==> config.mk <==
export PLATFORM = sky130hd
export DESIGN_NAME = lru_key_value_cache
export DESIGN_NICKNAME = d
export VERILOG_FILES = /design/src/rtl/lkv_pkg.sv /design/src/rtl/lru_key_value_cache.sv /design/src/rtl/lkv_in_stage.sv /design/src/rtl/lkv_out_stage.sv /design/src/rtl/lkv_core.sv
export SDC_FILE = /design/constraint.sdc
export NUM_CORES = 2
export LEC_CHECK = 0
export BUFFER_PORTS_ARGS = -buffer_cell sky130_fd_sc_hd__buf_2
export CORE_UTILIZATION = 30
export CTS_CLUSTER_SIZE = 28
export DETAILED_ROUTE_END_ITERATION = 8
export PLACE_DENSITY = 0.56
export SLEW_MARGIN = 10
export SYNTH_ARGS = -nofsm -noshare
export SYNTH_HDL_FRONTEND = slang
export SYNTH_SLANG_ARGS = --single-unit
==> constraint.sdc <==
create_clock -name clk -period 31.3 [get_ports clk]
set_input_delay 6.26 -clock clk [delete_from_list [all_inputs] [get_ports clk]]
set_output_delay 6.26 -clock clk [all_outputs]
set_load 0.01 [all_outputs]
==> src/rtl/lkv_pkg.sv <==
// Shared types and constants for the LRU key-value cache.
// Used by every module under rtl/; it depends on nothing else.
package lkv_pkg;

  localparam int KEY_W   = 32;
  localparam int DATA_W  = 32;
  localparam int CAP_W   = 5;

  localparam int ENTRIES_DEFAULT = 16;

  localparam logic [CAP_W-1:0]  CAP_RESET = 5'd16;
  localparam logic [DATA_W-1:0] READ_MISS = '1;
  localparam logic [DATA_W-1:0] READ_PUT  = '0;

  typedef enum logic {
    MODE_GET = 1'b0,
    MODE_PUT = 1'b1
  } lkv_mode_t;

  typedef struct packed {
    lkv_mode_t                 mode;
    logic signed [KEY_W-1:0]   key;
    logic signed [DATA_W-1:0]  value;
  } lkv_req_t;

  typedef struct packed {
    logic                      hit;
    logic signed [DATA_W-1:0]  read_value;
  } lkv_res_t;

endpackage

==> src/rtl/lru_key_value_cache.sv <==
// Top level of the fully associative LRU key-value cache.
// Depends on lkv_pkg, lkv_in_stage, lkv_core and lkv_out_stage.
//
//   channel  direction  handshake          payload
//   in_      request    in_valid/in_stall  in_mode, in_key, in_value
//   out_     result     out_valid/out_stall out_hit, out_read_value
//   cfg_     register   cfg_valid/cfg_ready cfg_capacity
//
// A request waits in the request register until the result register can
// take it, then is matched, updated and written there; one transaction
// can enter every cycle while the result is not stalled. The rate is set
// by the key compare against all entries and the rank update.
// Synchronous reset clears valid bits, ranks and the occupancy count.
// A stalled result holds the result register, which in turn stalls input.
module lru_key_value_cache #(
  parameter int ENTRIES = lkv_pkg::ENTRIES_DEFAULT
) (
  input  logic                              clk,
  input  logic                              rst_n,
  input  logic                              in_valid,
  output logic                              in_stall,
  input  logic [0:0]                        in_mode,
  input  logic signed [lkv_pkg::KEY_W-1:0]  in_key,
  input  logic signed [lkv_pkg::DATA_W-1:0] in_value,
  output logic                              out_valid,
  input  logic                              out_stall,
  output logic [0:0]                        out_hit,
  output logic signed [lkv_pkg::DATA_W-1:0] out_read_value,
  input  logic                              cfg_valid,
  output logic                              cfg_ready,
  input  logic [lkv_pkg::CAP_W-1:0]         cfg_capacity
);

  logic [lkv_pkg::CAP_W-1:0] capacity_r;
  lkv_pkg::lkv_req_t         in_req, q_req;
  lkv_pkg::lkv_res_t         core_res, out_res;
  logic                      q_valid, can_load, advance;

  assign cfg_ready = 1'b1;

  always_ff @(posedge clk) begin
    if (!rst_n) begin
      capacity_r <= lkv_pkg::CAP_RESET;
    end else if (cfg_valid && cfg_ready) begin
      capacity_r <= cfg_capacity;
    end
  end

  assign in_req.mode  = lkv_pkg::lkv_mode_t'(in_mode);
  assign in_req.key   = in_key;
  assign in_req.value = in_value;

  assign advance = q_valid && can_load;

  lkv_in_stage u_in_stage (
    .clk      (clk),
    .rst_n    (rst_n),
    .in_valid (in_valid),
    .in_stall (in_stall),
    .in_req   (in_req),
    .advance  (advance),
    .q_valid  (q_valid),
    .q_req    (q_req)
  );

  lkv_core #(
    .ENTRIES (ENTRIES)
  ) u_core (
    .clk      (clk),
    .rst_n    (rst_n),
    .go       (advance),
    .req      (q_req),
    .capacity (capacity_r),
    .res      (core_res)
  );

  lkv_out_stage u_out_stage (
    .clk       (clk),
    .rst_n     (rst_n),
    .load      (advance),
    .res       (core_res),
    .can_load  (can_load),
    .out_valid (out_valid),
    .out_stall (out_stall),
    .out_res   (out_res)
  );

  assign out_hit        = out_res.hit;
  assign out_read_value = out_res.read_value;

endmodule

==> src/rtl/lkv_in_stage.sv <==
// Request register in front of the cache lookup.
// Depends on lkv_pkg for the request type.
module lkv_in_stage (
  input  logic              clk,
  input  logic              rst_n,
  input  logic              in_valid,
  output logic              in_stall,
  input  lkv_pkg::lkv_req_t in_req,
  input  logic              advance,
  output logic              q_valid,
  output lkv_pkg::lkv_req_t q_req
);

  logic              q_valid_r, q_valid_nxt;
  lkv_pkg::lkv_req_t q_req_r;
  logic              accept;

  assign in_stall = q_valid_r && !advance;
  assign accept   = in_valid && !in_stall;

  always_comb begin
    q_valid_nxt = q_valid_r;
    if (accept) begin
      q_valid_nxt = 1'b1;
    end else if (advance) begin
      q_valid_nxt = 1'b0;
    end
  end

  always_ff @(posedge clk) begin
    if (!rst_n) begin
      q_valid_r <= 1'b0;
    end else begin
      q_valid_r <= q_valid_nxt;
    end
  end

  always_ff @(posedge clk) begin
    if (accept) begin
      q_req_r <= in_req;
    end
  end

  assign q_valid = q_valid_r;
  assign q_req   = q_req_r;

endmodule

==> src/rtl/lkv_out_stage.sv <==
// Result register that holds a finished transaction until it is taken.
// Depends on lkv_pkg for the result type.
module lkv_out_stage (
  input  logic              clk,
  input  logic              rst_n,
  input  logic              load,
  input  lkv_pkg::lkv_res_t res,
  output logic              can_load,
  output logic              out_valid,
  input  logic              out_stall,
  output lkv_pkg::lkv_res_t out_res
);

  logic              valid_r, valid_nxt;
  lkv_pkg::lkv_res_t res_r;

  assign can_load = !valid_r || !out_stall;

  always_comb begin
    valid_nxt = valid_r;
    if (load) begin
      valid_nxt = 1'b1;
    end else if (!out_stall) begin
      valid_nxt = 1'b0;
    end
  end

  always_ff @(posedge clk) begin
    if (!rst_n) begin
      valid_r <= 1'b0;
    end else begin
      valid_r <= valid_nxt;
    end
  end

  always_ff @(posedge clk) begin
    if (load) begin
      res_r <= res;
    end
  end

  assign out_valid = valid_r;
  assign out_res   = res_r;

endmodule

==> src/rtl/lkv_core.sv <==
// Entry store, parallel key match and recency-rank update of the cache.
// Depends on lkv_pkg for request and result types and field widths.
module lkv_core #(
  parameter int ENTRIES = lkv_pkg::ENTRIES_DEFAULT
) (
  input  logic                      clk,
  input  logic                      rst_n,
  input  logic                      go,
  input  lkv_pkg::lkv_req_t         req,
  input  logic [lkv_pkg::CAP_W-1:0] capacity,
  output lkv_pkg::lkv_res_t         res
);

  localparam int IDX_W = (ENTRIES > 1) ? $clog2(ENTRIES) : 1;
  localparam int CNT_W = $clog2(ENTRIES + 1);
  localparam int CMP_W = (CNT_W > lkv_pkg::CAP_W) ? CNT_W : lkv_pkg::CAP_W;

  logic [ENTRIES-1:0]              valid_r, valid_nxt;
  logic [IDX_W-1:0]                rank_r   [ENTRIES];
  logic [IDX_W-1:0]                rank_nxt [ENTRIES];
  logic [lkv_pkg::KEY_W-1:0]       key_r    [ENTRIES];
  logic [lkv_pkg::DATA_W-1:0]      data_r   [ENTRIES];
  logic [CNT_W-1:0]                occ_r, occ_nxt;

  logic [ENTRIES-1:0]              match;
  logic [ENTRIES-1:0]              victim;
  logic                            hit;
  logic [IDX_W-1:0]                hit_idx, free_idx, victim_idx, slot;
  logic [lkv_pkg::DATA_W-1:0]      hit_data;
  logic [IDX_W-1:0]                hit_rank, victim_rank, touch_rank;
  logic [CMP_W-1:0]                cap_w, eff_cap;
  logic                            evict, shift_all, is_put, touch, fill;

  assign is_put = (req.mode == lkv_pkg::MODE_PUT);

  // Capacity zero behaves as one; anything above the entry count is clipped.
  always_comb begin
    cap_w = CMP_W'(capacity);
    if (cap_w == '0) begin
      eff_cap = CMP_W'(1);
    end else if (cap_w > CMP_W'(ENTRIES)) begin
      eff_cap = CMP_W'(ENTRIES);
    end else begin
      eff_cap = cap_w;
    end
  end

  assign evict = (CMP_W'(occ_r) >= eff_cap);

  // Valid ranks are always 0..occ-1 without gaps, so the least recent entry
  // is the one ranked occ-1.
  assign victim_rank = IDX_W'(occ_r - CNT_W'(1));

  always_comb begin
    hit_idx    = '0;
    free_idx   = '0;
    victim_idx = '0;
    hit_data   = '0;
    hit_rank   = '0;
    for (int i = ENTRIES - 1; i >= 0; i--) begin
      match[i]  = valid_r[i] && (key_r[i] == req.key);
      victim[i] = valid_r[i] && (rank_r[i] == victim_rank);
      if (match[i]) begin
        hit_idx = IDX_W'(i);
      end
      if (!valid_r[i]) begin
        free_idx = IDX_W'(i);
      end
      if (victim[i]) begin
        victim_idx = IDX_W'(i);
      end
    end
    // Keys are unique, so at most one entry matches and an OR of the
    // selected entries is the read.
    for (int i = 0; i < ENTRIES; i++) begin
      if (match[i]) begin
        hit_data = hit_data | data_r[i];
        hit_rank = hit_rank | rank_r[i];
      end
    end
  end

  assign hit        = |match;
  assign slot       = hit ? hit_idx : (evict ? victim_idx : free_idx);
  assign touch_rank = hit ? hit_rank : victim_rank;
  assign shift_all  = !hit && !evict;
  assign touch      = go && (hit || is_put);
  assign fill       = go && is_put && !hit && !evict;

  always_comb begin
    valid_nxt = valid_r;
    occ_nxt   = occ_r;
    for (int i = 0; i < ENTRIES; i++) begin
      rank_nxt[i] = rank_r[i];
    end
    if (touch) begin
      for (int i = 0; i < ENTRIES; i++) begin
        if (IDX_W'(i) == slot) begin
          rank_nxt[i] = '0;
        end else if (valid_r[i] && (shift_all || (rank_r[i] < touch_rank))) begin
          rank_nxt[i] = rank_r[i] + IDX_W'(1);
        end
      end
      if (is_put) begin
        valid_nxt[slot] = 1'b1;
      end
    end
    if (fill) begin
      occ_nxt = occ_r + CNT_W'(1);
    end
  end

  always_ff @(posedge clk) begin
    if (!rst_n) begin
      valid_r <= '0;
      occ_r   <= '0;
      for (int i = 0; i < ENTRIES; i++) begin
        rank_r[i] <= '0;
      end
    end else begin
      valid_r <= valid_nxt;
      occ_r   <= occ_nxt;
      for (int i = 0; i < ENTRIES; i++) begin
        rank_r[i] <= rank_nxt[i];
      end
    end
  end

  always_ff @(posedge clk) begin
    if (go && is_put) begin
      key_r[slot]  <= req.key;
      data_r[slot] <= req.value;
    end
  end

  always_comb begin
    res.hit = hit;
    if (is_put) begin
      res.read_value = lkv_pkg::READ_PUT;
    end else if (hit) begin
      res.read_value = hit_data;
    end else begin
      res.read_value = lkv_pkg::READ_MISS;
    end
  end

  // A key is never stored twice.
  a_unique_match: assert property (@(posedge clk) disable iff (!rst_n)
    $onehot0(match))
    else $error("more than one entry matches the key");

  // The fill count tracks the number of valid entries.
  a_occ_count: assert property (@(posedge clk) disable iff (!rst_n)
    $countones(valid_r) == 32'(occ_r))
    else $error("occupancy count disagrees with valid entries");

  // With any entry in use, exactly one of them is least recent.
  a_one_victim: assert property (@(posedge clk) disable iff (!rst_n)
    (occ_r != '0) |-> $onehot(victim))
    else $error("recency ranks lost their order");

  // After a put, the entry it touched is valid and most recent.
  a_put_lands: assert property (@(posedge clk) disable iff (!rst_n)
    (go && is_put) |=> (valid_r[$past(slot)] && (rank_r[$past(slot)] == '0)))
    else $error("put did not leave its entry most recent");

endmodule
==> impl_results.md <==
* Root Driver: clkbuf_16
* Synth top area share at 0.649
* DRC at 0
* Fin crit share at 0.417
* Skew-Pair Late Insertion Delay at 770 ps
* Async SR Flop Fraction at 0
* Worst rel slew slack at 0.173
* Status: finished clean
* Req. time, crit path at 25040 ps
* Cell with the most instances after synthesis: edfxtp_1
* Worst Path Arrival at 6790 ps
* Die Ht at 418 um
* Final Max Tran Viols at 0
* Peak VDD IR at 0.0441 mV
* FF-to-FF path depth at 14
* Area growth, synth to finish at 15.0%
* Reg2Reg Launch Point: u_in_stage.q_req[46]
* Post-CTS setup buffers at 0
* CP Buf/Inv Count at 2
* Worst path slowest cell: and3_1
* FP Rows at 152
* Area of the core at 172000 sq um
* Critical path depth at 3
* Vias in the first global route at 30.7k
* Util after Layout at 0.348
* Largest net degree at the start of global routing at 66
* Critical path origin: out_stall
* Hold buffers post-CTS at 0
* Post-synth EDFFs at 1122
* IO Port Bufs at 109
* Layout Skew at 32.3 ps
* Synthesized cell area at 51900 sq um
* Post-synth cell types at 85
* CP max stage delay at 240 ps
* Layout cells sized above 1 at 0.120
* WS Path Type: in -> out
* Detailed-route via count at 31.5k
* Die outline width at 418 um
* Cell accounting for the most synthesized area: edfxtp_1
* Post-synth top flop: edfxtp_1
* Cell chain of the critical path: buf_2 > and3_1 > buf_2
* Drt wl/cell at 25.4 um
* Number of buffers created by CTS at 134
* Nets at 3799
* Max Fclk at 0.0767 GHz
* CP most frequent cell: buf_2
* Die Area at 175000 sq um
* Crit path launch type: input port
* Crit path capture type: output pin
* Total GRT Usage at 0.174
* Most frequent cells after synthesis: edfxtp_1, xnor2_1, nand4_1
* Bufs on Longest Clock Path at 3
* Critical path destination: in_stall
* Initial antenna violation count at 10
* Global route total overflow at 0
* CTS tree: built
* Detail Route Antenna Nets at 0
* Gp weighted congestion at 0.839
* Final instance area at 59700 sq um
* RSZ-0062 raised after global routing: false
* Slew @ Worst Pin at 1230 ps
* Num ports at 111
* Pwr Density at 58.5 nW/um^2
* Iter 0 DRT Violations at 3306
* Hold Crit Class: reg -> reg
* #FFs+latches synth at 1214
* Cell count after synthesis at 3474
* Reg-to-reg setup timing slack at 23460 ps
* DR pass1 iterations at 5
* DRT Wirelength at 154000 um
* Final Hold Viols at 0
* Final setup fails at 0
* Initial Utilization at 0.302
* Setup_tns at 0 ps
* Vias per inst at 5.19
* H-Tree Depth at 4
* Post-place instance area at 55400 sq um
* Sequential element share of the synthesized area at 0.685
* Ranking of synthesized cells by area: edfxtp_1, xnor2_1, dfxtp_1
* P_leak at 0.0187 uW
* CTS sink cnt at 1214
* Syn Nets at 3620
* Synth Warn # at 0
* Detail Placement HPWL at 88300 um
* Avg Cell Area, Syn at 14.9 sq um
* Post-CTS sizing at 0
* Min cycle time layout at 13050 ps
* CP top delay family: buffers and inverters
* Crit path max fanout at 3
* Fillers at 16.5k
* Reg clk slew, reported paths at 50 ps
* Max_cap viols at 0
* R2R Path End: u_core.data_r[9][8]
* Number of diodes at 0
* First-pass GRT wire length at 220000 um
routing by layer:
metal  up-vias  global-route usage  share of wire
met1     16193               0.231           0.43
li1      13981                   -              -
met2      1090               0.289           0.48
met4        12              0.0487          0.022
met5         -                   0        0.00038
met3       221              0.0310          0.067
worst min-delay path by stage:
stage / from / endpoint / slack, ps / cells after the start
after floorplan: u_in_stage.q_valid / u_out_stage.out_valid / 470 / 2
after global placement: u_in_stage.q_valid / u_out_stage.out_valid / 500 / 2
after detailed placement: capacity_r[0] / capacity_r[0] / 520 / 2
after CTS: capacity_r[0] / capacity_r[0] / 530 / 2
after global routing: u_in_stage.q_req[61] / u_core.key_r[5][29] / 560 / 0
final: u_in_stage.q_req[61] / u_core.key_r[5][29] / 530 / 0
sequential cells by signal (all words and copies together) (netlist names):
register and flops:
u_core.data_r 512, u_core.key_r 512, u_core.rank_r 64, u_out_stage.out_valid 1, u_core.occ_r 5, capacity_r 5, u_in_stage.q_valid 1, u_in_stage.q_req 65
u_out_stage.out_res 33, u_core.valid_r 16
layout make-up:
class                           count  area [sq um]  area share
Sequential cell                  1214         35500       0.595
Timing Repair Buffer              212          1320      0.0221
Clock buffer                      168          3540      0.0594
Multi-Input combinational cell   2056         15600       0.261
Clock inverter                     70           703      0.0118
Tap cell                         2310          2890      0.0484
Inverter                           35           131     0.00220
stage by stage:
step / total power [uW] / setup WS [ps] / instances / hold WS, ps
after global routing: 3590 / 18220 / 6065 / 555
after detailed placement: 1970 / 18250 / 5827 / 524
after global placement: 1970 / 18250 / 5827 / 504
final: 3490 / 18250 / 6065 / 527
after CTS: 3520 / 18250 / 6065 / 534
after floorplan: 1910 / 14950 / 3474 / 466
where the power goes:
part           switching (uW)  total (uW)  internal [uW]  leakage (uW)
sequential               14.7        1800           1780        0.0109
clock                     651        1550            904       0.00207
combinational            96.0         139           43.0       0.00572
logic make-up after synthesis:
kind of cell	after synthesis	synth area share
flops	1214	0.685
simple gates	842	0.0937
xor+xnor	592	0.105
compound gates	544	0.0795
buf+inv	204	0.0189
fa+ha+maj	71	0.0171
mux	6	0.00140
other cells	1	0.0000722
placed cells by master, fill, tap and decap left out, drive strengths merged, types with 57 or more instances in the layout:
cell type,n
ha,71
nand4,181
and3,57
nor4,85
buf,212
xor2,150
a22oi,115
a221oi,84
nand2,93
dfxtp,92
a22o,82
o21ai,58
edfxtp,1122
nor2,100
xnor2,424
clkbuf,168
nand3,85
Power figures use the tool's default switching activity.
